**src/rtl/urfl_pkg.sv**
```systemverilog
package urfl_pkg;

  // Register file
  localparam int unsigned CfgAddrW = 4;
  localparam int unsigned CfgDataW = 32;
  localparam int unsigned RegW     = 16;

  typedef enum logic [1:0] {
    RegDivisor = 2'd0,
    RegHeight  = 2'd1,
    RegTimeout = 2'd2,
    RegCap     = 2'd3
  } reg_e;

  localparam logic [RegW-1:0] DivisorRst = 16'd58;
  localparam logic [RegW-1:0] HeightRst  = 16'd100;
  localparam logic [RegW-1:0] TimeoutRst = 16'd30000;
  localparam logic [RegW-1:0] CapRst     = 16'd40000;

  // Trigger pulse shape in ticks
  localparam logic [16:0] LowTicks  = 17'd2;
  localparam logic [16:0] HighTicks = 17'd10;

  // Shared divider: wide enough for (height - distance) * 100
  localparam int unsigned DivW   = 23;
  localparam int unsigned DivCntW = $clog2(DivW + 1);
  localparam logic [6:0]  FillScale = 7'd100;

  typedef struct packed {
    logic       start_req;
    logic [1:0] sensor_select;
    logic [2:0] echo_levels;
  } in_t;

  typedef struct packed {
    logic        trigger_level;
    logic        busy_res;
    logic        done_res;
    logic        no_echo;
    logic [15:0] distance_cm;
    logic [6:0]  fill_percent;
  } out_t;

endpackage

```
**src/rtl/urfl_div.sv**
```systemverilog
module urfl_div (
  input  logic                           clk_i,
  input  logic                           rst_ni,
  input  logic                           start_i,
  input  logic [urfl_pkg::DivW-1:0]      dividend_i,
  input  logic [urfl_pkg::RegW-1:0]      divisor_i,
  output logic                           done_o,
  output logic [urfl_pkg::DivW-1:0]      quotient_o
);
  import urfl_pkg::*;

  logic [RegW-1:0]    rem_q, rem_d;
  logic [DivW-1:0]    quo_q, quo_d;
  logic [RegW-1:0]    dvs_q;
  logic [DivCntW-1:0] cnt_q, cnt_d;
  logic               run_q, run_d;
  logic               done_q, done_d;
  logic [RegW:0]      trial;
  logic [RegW+1:0]    diff;
  logic               fits;

  // One restoring step per cycle: shift in the next dividend bit, try to subtract
  assign trial = {rem_q, quo_q[DivW-1]};
  assign diff  = {1'b0, trial} - {2'b00, dvs_q};
  assign fits  = ~diff[RegW+1];

  always_comb begin
    rem_d  = rem_q;
    quo_d  = quo_q;
    cnt_d  = cnt_q;
    run_d  = run_q;
    done_d = 1'b0;
    if (start_i) begin
      rem_d = '0;
      quo_d = dividend_i;
      cnt_d = DivCntW'(DivW);
      run_d = 1'b1;
    end else if (run_q) begin
      rem_d = fits ? diff[RegW-1:0] : trial[RegW-1:0];
      quo_d = {quo_q[DivW-2:0], fits};
      cnt_d = cnt_q - 1'b1;
      if (cnt_q == DivCntW'(1)) begin
        run_d  = 1'b0;
        done_d = 1'b1;
      end
    end
  end

  // Hold control under reset, operands load on start
  always_ff @(posedge clk_i or negedge rst_ni) begin
    if (!rst_ni) begin
      cnt_q  <= '0;
      run_q  <= 1'b0;
      done_q <= 1'b0;
    end else begin
      cnt_q  <= cnt_d;
      run_q  <= run_d;
      done_q <= done_d;
    end
  end

  always_ff @(posedge clk_i) begin
    rem_q <= rem_d;
    quo_q <= quo_d;
    if (start_i) begin
      dvs_q <= divisor_i;
    end
  end

  assign done_o     = done_q;
  assign quotient_o = quo_q;

endmodule

```
**src/rtl/ultrasonic_range_and_fill_level.sv**
```systemverilog
// Channel   Direction  Handshake                  Payload
// in        input      in_valid_i / in_stall_o    in_data_i  (urfl_pkg::in_t)
// out       output     out_valid_o / out_stall_i  out_data_o (urfl_pkg::out_t)
// cfg       input      APB psel/penable/pwrite    paddr, pwdata, prdata
//
// A tick that does not end a measurement is registered in res_q, then moved to the
// output register in SeqOut. A tick that ends a measurement with a nonzero echo width
// runs the shared restoring divider 23 steps for the distance and, unless fill is zero,
// 23 more for the fill percent. The input is stalled while a tick is being worked on.
// rst_ni clears the phase, the sequencer and the registers to their defaults.
// A result waiting on out_stall_i does not block the transfer of the next tick.
module ultrasonic_range_and_fill_level (
  input  logic                             clk_i,
  input  logic                             rst_ni,
  input  logic                             in_valid_i,
  output logic                             in_stall_o,
  input  urfl_pkg::in_t                    in_data_i,
  output logic                             out_valid_o,
  input  logic                             out_stall_i,
  output urfl_pkg::out_t                   out_data_o,
  input  logic                             psel,
  input  logic                             penable,
  input  logic                             pwrite,
  input  logic [urfl_pkg::CfgAddrW-1:0]    paddr,
  input  logic [urfl_pkg::CfgDataW-1:0]    pwdata,
  output logic [urfl_pkg::CfgDataW-1:0]    prdata,
  output logic                             pready
);
  import urfl_pkg::*;

  typedef enum logic [2:0] {
    PhIdle, PhLow, PhHigh, PhWait, PhMeasure
  } phase_e;

  typedef enum logic [2:0] {
    SeqIdle, SeqDist, SeqScale, SeqFill, SeqOut
  } seq_e;

  // Configuration registers
  logic [RegW-1:0] divisor_q, height_q, timeout_q, cap_q;
  logic            cfg_wr;
  reg_e            cfg_sel;

  assign pready  = 1'b1;
  assign cfg_wr  = psel & penable & pwrite & pready;
  assign cfg_sel = reg_e'(paddr[3:2]);

  always_ff @(posedge clk_i or negedge rst_ni) begin
    if (!rst_ni) begin
      divisor_q <= DivisorRst;
      height_q  <= HeightRst;
      timeout_q <= TimeoutRst;
      cap_q     <= CapRst;
    end else if (cfg_wr) begin
      unique case (cfg_sel)
        RegDivisor: divisor_q <= pwdata[RegW-1:0];
        RegHeight:  height_q  <= pwdata[RegW-1:0];
        RegTimeout: timeout_q <= pwdata[RegW-1:0];
        RegCap:     cap_q     <= pwdata[RegW-1:0];
        default: ;
      endcase
    end
  end

  always_comb begin
    unique case (cfg_sel)
      RegDivisor: prdata = CfgDataW'(divisor_q);
      RegHeight:  prdata = CfgDataW'(height_q);
      RegTimeout: prdata = CfgDataW'(timeout_q);
      RegCap:     prdata = CfgDataW'(cap_q);
      default:    prdata = '0;
    endcase
  end

  // Measurement state and sequencer
  phase_e          phase_q, phase_d;
  logic [16:0]     tick_q, tick_d;
  logic [1:0]      chosen_q, chosen_d;
  seq_e            seq_q, seq_d;
  out_t            res_q, res_d;
  out_t            out_q, out_d;
  logic            out_valid_q, out_valid_d;

  logic            in_xfer;
  logic            echo;
  logic            finish;
  logic            trig, busy, done, noecho;
  logic [16:0]     width;

  logic            div_start;
  logic [DivW-1:0] div_dividend;
  logic [RegW-1:0] div_divisor;
  logic            div_done;
  logic [DivW-1:0] div_quot;
  logic [RegW-1:0] diff_h;
  logic            fill_zero;

  assign in_stall_o = (seq_q != SeqIdle);
  assign in_xfer    = in_valid_i & ~in_stall_o;

  // Pick the echo line of the sensor latched at start
  always_comb begin
    case (chosen_q)
      2'd0:    echo = in_data_i.echo_levels[0];
      2'd1:    echo = in_data_i.echo_levels[1];
      default: echo = in_data_i.echo_levels[2];
    endcase
  end

  // Advance the measurement by one tick
  always_comb begin
    phase_d  = phase_q;
    tick_d   = tick_q;
    chosen_d = chosen_q;
    trig     = 1'b0;
    busy     = 1'b0;
    done     = 1'b0;
    noecho   = 1'b0;
    finish   = 1'b0;
    width    = tick_q;
    unique case (phase_q)
      PhIdle: begin
        if (in_data_i.start_req) begin
          case (in_data_i.sensor_select)
            2'd1:    chosen_d = 2'd0;
            2'd2:    chosen_d = 2'd1;
            default: chosen_d = 2'd2;
          endcase
          phase_d = PhLow;
          tick_d  = 17'd1;
          busy    = 1'b1;
        end
      end
      PhLow: begin
        busy = 1'b1;
        if (tick_q < LowTicks) begin
          tick_d = tick_q + 17'd1;
        end else begin
          phase_d = PhHigh;
          tick_d  = 17'd1;
          trig    = 1'b1;
        end
      end
      PhHigh: begin
        busy = 1'b1;
        if (tick_q < HighTicks) begin
          tick_d = tick_q + 17'd1;
          trig   = 1'b1;
        end else begin
          phase_d = PhWait;
          tick_d  = '0;
        end
      end
      PhWait: begin
        if (echo) begin
          phase_d = PhMeasure;
          tick_d  = '0;
          busy    = 1'b1;
        end else begin
          tick_d = tick_q + 17'd1;
          if (tick_d >= {1'b0, timeout_q}) begin
            done    = 1'b1;
            noecho  = 1'b1;
            phase_d = PhIdle;
            tick_d  = '0;
          end else begin
            busy = 1'b1;
          end
        end
      end
      PhMeasure: begin
        if (echo && (tick_q <= {1'b0, cap_q})) begin
          tick_d = tick_q + 17'd1;
          busy   = 1'b1;
        end else begin
          finish  = 1'b1;
          done    = 1'b1;
          phase_d = PhIdle;
          tick_d  = '0;
        end
      end
      default: begin
        phase_d = PhIdle;
        tick_d  = '0;
      end
    endcase
  end

  // Fill is zero when the distance is zero or beyond the bin, or the height is zero
  assign diff_h    = height_q - res_q.distance_cm;
  assign fill_zero = (res_q.distance_cm == '0) || (res_q.distance_cm > height_q) ||
                     (height_q == '0);

  // Feed the shared divider: width / divisor (1 if zero), then (height - distance) * 100 / height unless fill is zero
  always_comb begin
    div_start    = 1'b0;
    div_dividend = DivW'(width);
    div_divisor  = (divisor_q == '0) ? RegW'(1) : divisor_q;
    if (in_xfer && finish && (width != '0)) begin
      div_start = 1'b1;
    end else if (seq_q == SeqScale && !fill_zero) begin
      div_start    = 1'b1;
      div_dividend = DivW'(diff_h) * DivW'(FillScale);
      div_divisor  = height_q;
    end
  end

  always_comb begin
    seq_d       = seq_q;
    res_d       = res_q;
    out_d       = out_q;
    out_valid_d = out_valid_q;
    if (out_valid_q && !out_stall_i) begin
      out_valid_d = 1'b0;
    end
    unique case (seq_q)
      SeqIdle: begin
        if (in_xfer) begin
          res_d.trigger_level = trig;
          res_d.busy_res      = busy;
          res_d.done_res      = done;
          res_d.no_echo       = noecho;
          res_d.distance_cm   = '0;
          res_d.fill_percent  = '0;
          seq_d = (finish && (width != '0)) ? SeqDist : SeqOut;
        end
      end
      SeqDist: begin
        if (div_done) begin
          res_d.distance_cm = (div_quot[DivW-1:RegW] != '0) ? {RegW{1'b1}} :
                              div_quot[RegW-1:0];
          seq_d = SeqScale;
        end
      end
      SeqScale: begin
        seq_d = fill_zero ? SeqOut : SeqFill;
      end
      SeqFill: begin
        if (div_done) begin
          res_d.fill_percent = div_quot[6:0];
          seq_d = SeqOut;
        end
      end
      SeqOut: begin
        if (!out_valid_q || !out_stall_i) begin
          out_d       = res_q;
          out_valid_d = 1'b1;
          seq_d       = SeqIdle;
        end
      end
      default: seq_d = SeqIdle;
    endcase
  end

  always_ff @(posedge clk_i or negedge rst_ni) begin
    if (!rst_ni) begin
      phase_q     <= PhIdle;
      tick_q      <= '0;
      chosen_q    <= '0;
      seq_q       <= SeqIdle;
      out_valid_q <= 1'b0;
    end else begin
      if (in_xfer) begin
        phase_q  <= phase_d;
        tick_q   <= tick_d;
        chosen_q <= chosen_d;
      end
      seq_q       <= seq_d;
      out_valid_q <= out_valid_d;
    end
  end

  always_ff @(posedge clk_i) begin
    res_q <= res_d;
    out_q <= out_d;
  end

  urfl_div u_div (
    .clk_i      (clk_i),
    .rst_ni     (rst_ni),
    .start_i    (div_start),
    .dividend_i (div_dividend),
    .divisor_i  (div_divisor),
    .done_o     (div_done),
    .quotient_o (div_quot)
  );

  assign out_valid_o = out_valid_q;
  assign out_data_o  = out_q;

  // Checks
  a_div_done_expected: assert property (@(posedge clk_i) disable iff (!rst_ni)
    div_done |-> (seq_q == SeqDist || seq_q == SeqFill))
    else $error("divider finished outside a divide step");

  a_xfer_blocks: assert property (@(posedge clk_i) disable iff (!rst_ni)
    in_xfer |=> in_stall_o)
    else $error("input not stalled after a transfer");

  a_fill_range: assert property (@(posedge clk_i) disable iff (!rst_ni)
    out_valid_o |-> (out_data_o.fill_percent <= 7'd100))
    else $error("fill percent out of range");

  a_no_echo_result: assert property (@(posedge clk_i) disable iff (!rst_ni)
    (out_valid_o && out_data_o.no_echo) |->
      (out_data_o.done_res && out_data_o.distance_cm == '0 && !out_data_o.busy_res))
    else $error("no-echo result inconsistent");

endmodule
```
**config.mk**
```make
export PLATFORM = sky130hd
export DESIGN_NAME = ultrasonic_range_and_fill_level
export DESIGN_NICKNAME = d
export VERILOG_FILES = /design/src/rtl/urfl_pkg.sv /design/src/rtl/urfl_div.sv /design/src/rtl/ultrasonic_range_and_fill_level.sv
export SDC_FILE = /design/constraint.sdc
export NUM_CORES = 1
export LEC_CHECK = 0
export BUFFER_PORTS_ARGS = -buffer_cell sky130_fd_sc_hd__buf_2
export CORE_ASPECT_RATIO = 0.6
export CORE_MARGIN = 1
export CORE_UTILIZATION = 47
export CTS_CLUSTER_DIAMETER = 150
export DETAILED_ROUTE_END_ITERATION = 10
export GPL_TIMING_DRIVEN = 1
export PLACE_DENSITY = 0.65
export SETUP_SLACK_MARGIN = 0.02
export SLEW_MARGIN = 20
export SYNTH_ARGS = -nofsm -noshare
export SYNTH_HDL_FRONTEND = slang
export SYNTH_SLANG_ARGS = --single-unit
```
**constraint.sdc**
```tcl
create_clock -name clk_i -period 7.85 [get_ports clk_i]
set_input_delay 0.785 -clock clk_i [delete_from_list [all_inputs] [get_ports clk_i]]
set_output_delay 0.785 -clock clk_i [all_outputs]
set_load 0.005 [all_outputs]
```
==> impl_metrics.tcl <==
set metrics [dict create \
    run_status "completed" \
    setup_violations 0 \
    drv_cap 0 \
    syn_inst 1290 \
    dpl_cell_area_sq_mm 0.0140 \
    cts_buffers 21 \
    drc_errors 0 \
    dieHeight_microns 132 \
    rsz0062_at_grt "no" \
    power_density_mw_per_mm2 511 \
    clock_path_buffers 3 \
    final_cells 1729 \
    antenna_found_initial 0 \
    yosysUniqueCellTypes 81 \
    cts_tree "yes" \
    fin_crit_ns 5.90 \
    hold_violations 0 \
    die-area_sq_mm 0.0291 \
    placedCellCount 1690 \
    synth_warnings 0 \
    htreeDepth 1 \
    avgViaCountPerCell 5.68 \
    peakVddDrop_uv 468 \
    fmax_mhz 169 \
    grtUsageTotal 0.241 \
    clock-root-buffer "clkbuf_16" \
    antenna_cells 0 \
    drt_pass1_iterations 5 \
    power_uw 7480 \
    die_x_microns 219 \
    synth-seq-cells 206 \
    tightest_slew_ns 1.06 \
    num-fill-cells 2470 \
    row_count 47 \
    avgRoutedWirePerCell_microns 20.0 \
    wl_microns 34600 \
    clk_latency_ns 0.52 \
    vias 9814 \
    synth_edf_count 93 \
    gr-total-overflow 0 \
    holdBufCountCts 0 \
    area_growth_pct 9.77 \
    seqCellArea_sq_mm 0.00556 \
    cts_sinks 206 \
    grt_max_degree 50 \
    initial_core_util 0.482 \
    final_max_slew_viol_count 0 \
    clk_pin_slew_ns 0.07 \
    first_global_vias 9117 \
    portBuffers 75 \
    p_leak_uw 0.00663 \
    design_area_sq_mm 0.0146 \
    grt_pass1_wl_microns 53500 \
    fin_tns_setup_ns 0 \
    arrival_ns 6.18 \
    gp_congestion 0.982 \
    worst-path-max-fanout 5 \
    skew_ns 0.00950 \
    hold_path.class "in -> async" \
    synth_top_cell_by_area "edfxtp_1" \
    multi_input_area_sq_mm 0.00692 \
    core-area_sq_mm 0.0277 \
    postRouteAntennaNets 0 \
    synth_area_leaders "edfxtp_1, dfrtp_1, ha_1" \
    drive_gt1_frac 0.178 \
    cts_resized 0 \
    start_kind "register" \
    ys.flop_type "edfxtp_1" \
    synth_top_area_share 0.209 \
    pin_count 111 \
    ff2ff_path_depth 21 \
    path_class "reg -> reg" \
    cts_setup_buffers 0 \
    max-slew-margin-rel 0.289 \
    postSynthAreaPerCell_sq_um 10.3 \
    syn-cell-area_sq_mm 0.0133 \
    final_nets 1530 \
    fin_crit_sh 0.752 \
    async_reset_ff_frac 0.471 \
    drtIter0Drc 922 \
    cp.required_ns 8.12 \
    seq_area_frac_synth 0.417 \
    end_kind "register" \
    dp_hpwl_microns 26200 \
]
per-layer routing:
metal  vias up  track usage  wire (microns)
met5         -            0               0
met2       305        0.329           13900
li1       4662            -               -
met1      4804        0.389           17400
met3        43       0.0478            2750
met4         0       0.0471             599
cell families after synthesis:
| kind of cell | after synthesis | share of synthesized area |
|---|---|---|
| xor+xnor | 59 | 0.0387 |
| compound gates | 267 | 0.140 |
| flops | 206 | 0.417 |
| mux | 81 | 0.0806 |
| simple gates | 323 | 0.120 |
| other cells | 2 | 0.000563 |
| fa+ha+maj | 134 | 0.133 |
| buf+inv | 218 | 0.0698 |
area by class of cell:
class,instances,share of cell area
Clock buffer,30,0.0410
Clock inverter,8,0.00333
Inverter,152,0.0391
Multi-Input combinational cell,881,0.473
Sequential cell,206,0.380
Tap cell,367,0.0314
Timing Repair Buffer,85,0.0323
cell usage in the layout (no fill, tap or decap), types with 14 or more instances in the layout:
master and n:
mux4_2 16, dfstp_2 19, buf_2 74, a211oi_2 14
clkbuf_16 22, conb_1 17, a21oi_1 40, edfxtp_1 93
xnor2_1 37, xor2_1 22, a21o_1 15, and3_1 14
nand2_1 116, nor4_1 16, nand4_1 14, o21ai_0 67
o21a_1 29, dfxtp_1 16, nand3_1 18, nor2_1 63
inv_1 151, ha_1 121, mux2i_1 14, dfrtp_1 78
mux2_2 51, nor3_1 16, and2_1 16
stage by stage:
stage | util | worst slack [ns] | hold WS [ns]
after floorplan | - | 2.78 | 0.400
after global routing | 0.529 | 1.56 | 0.336
after detailed placement | 0.504 | 2.05 | 0.405
final | 0.529 | 1.95 | 0.291
after global placement | 0.504 | 2.14 | 0.407
after CTS | 0.528 | 2.00 | 0.309
synthesized netlist by cell type (13+ instances only):
master and n:
dfxtp_1 16, nor3_1 18, nand4_1 14, and3_1 14, dfrtp_1 78, mux2_2 51
buf_4 20, inv_1 151, mux4_2 16, xnor2_1 37, clkbuf_1 29, nand3_1 18
nand2_1 117, a211oi_2 14, edfxtp_1 93, nor2_1 63, a21oi_1 41, xor2_1 22
ha_1 121, a21o_1 15, mux2i_1 14, o21a_1 29, o21ai_0 67, fa_1 13
and2_1 16, nor4_1 16, dfstp_2 19
final timing paths:
kind                             start              endpoint  slack (ns)
max in group asynchronous       rst_ni            phase_q[2]        6.41
hold reg to reg              res_q[26]        out_data_o[26]        0.42
hold / removal                  rst_ni            phase_q[0]        0.29
setup reg to reg           height_q[0]  u_div.quotient_o[21]        1.95
setup / recovery           height_q[0]  u_div.quotient_o[21]        1.95
min in group clk_i           res_q[26]        out_data_o[26]        0.42
critical path, cell delays in order, from the launching register on:
cell	delay (ns)
dfrtp_1	0.45
inv_1	0.07
ha_1	0.23
fa_1	0.45
nor2b_4	0.15
o21ai_0	0.08
a21boi_0	0.50
ha_1	0.34
ha_1	0.27
inv_1	0.05
fa_1	0.53
inv_1	0.04
ha_1	0.34
o21ai_0	0.13
o21bai_1	0.13
o311a_1	0.35
a2111oi_4	0.40
a21oi_1	0.21
a31oi_1	0.39
o21ai_0	0.19
xor2_1	0.17
a22o_1	0.19
flip-flops by register name, indices dropped and copies added (netlist names):
register	flops
u_div.dvs_q	16
u_div.rem_q	16
seq_q	3
cap_q	16
u_div.run_q	1
u_div.quotient_o	23
out_data_o	27
height_q	16
u_div.cnt_q	5
tick_q	17
phase_q	3
divisor_q	16
res_q	27
u_div.done_o	1
chosen_q	2
out_valid_o	1
timeout_q	16
where the power goes:
part	switching, uW	internal [uW]	leakage (uW)
Combinational	2680	2040	0.00411
Sequential	295	1490	0.00220
Clock	440	537	0.000325
No activity file was read; power rests on OpenSTA's default activity.
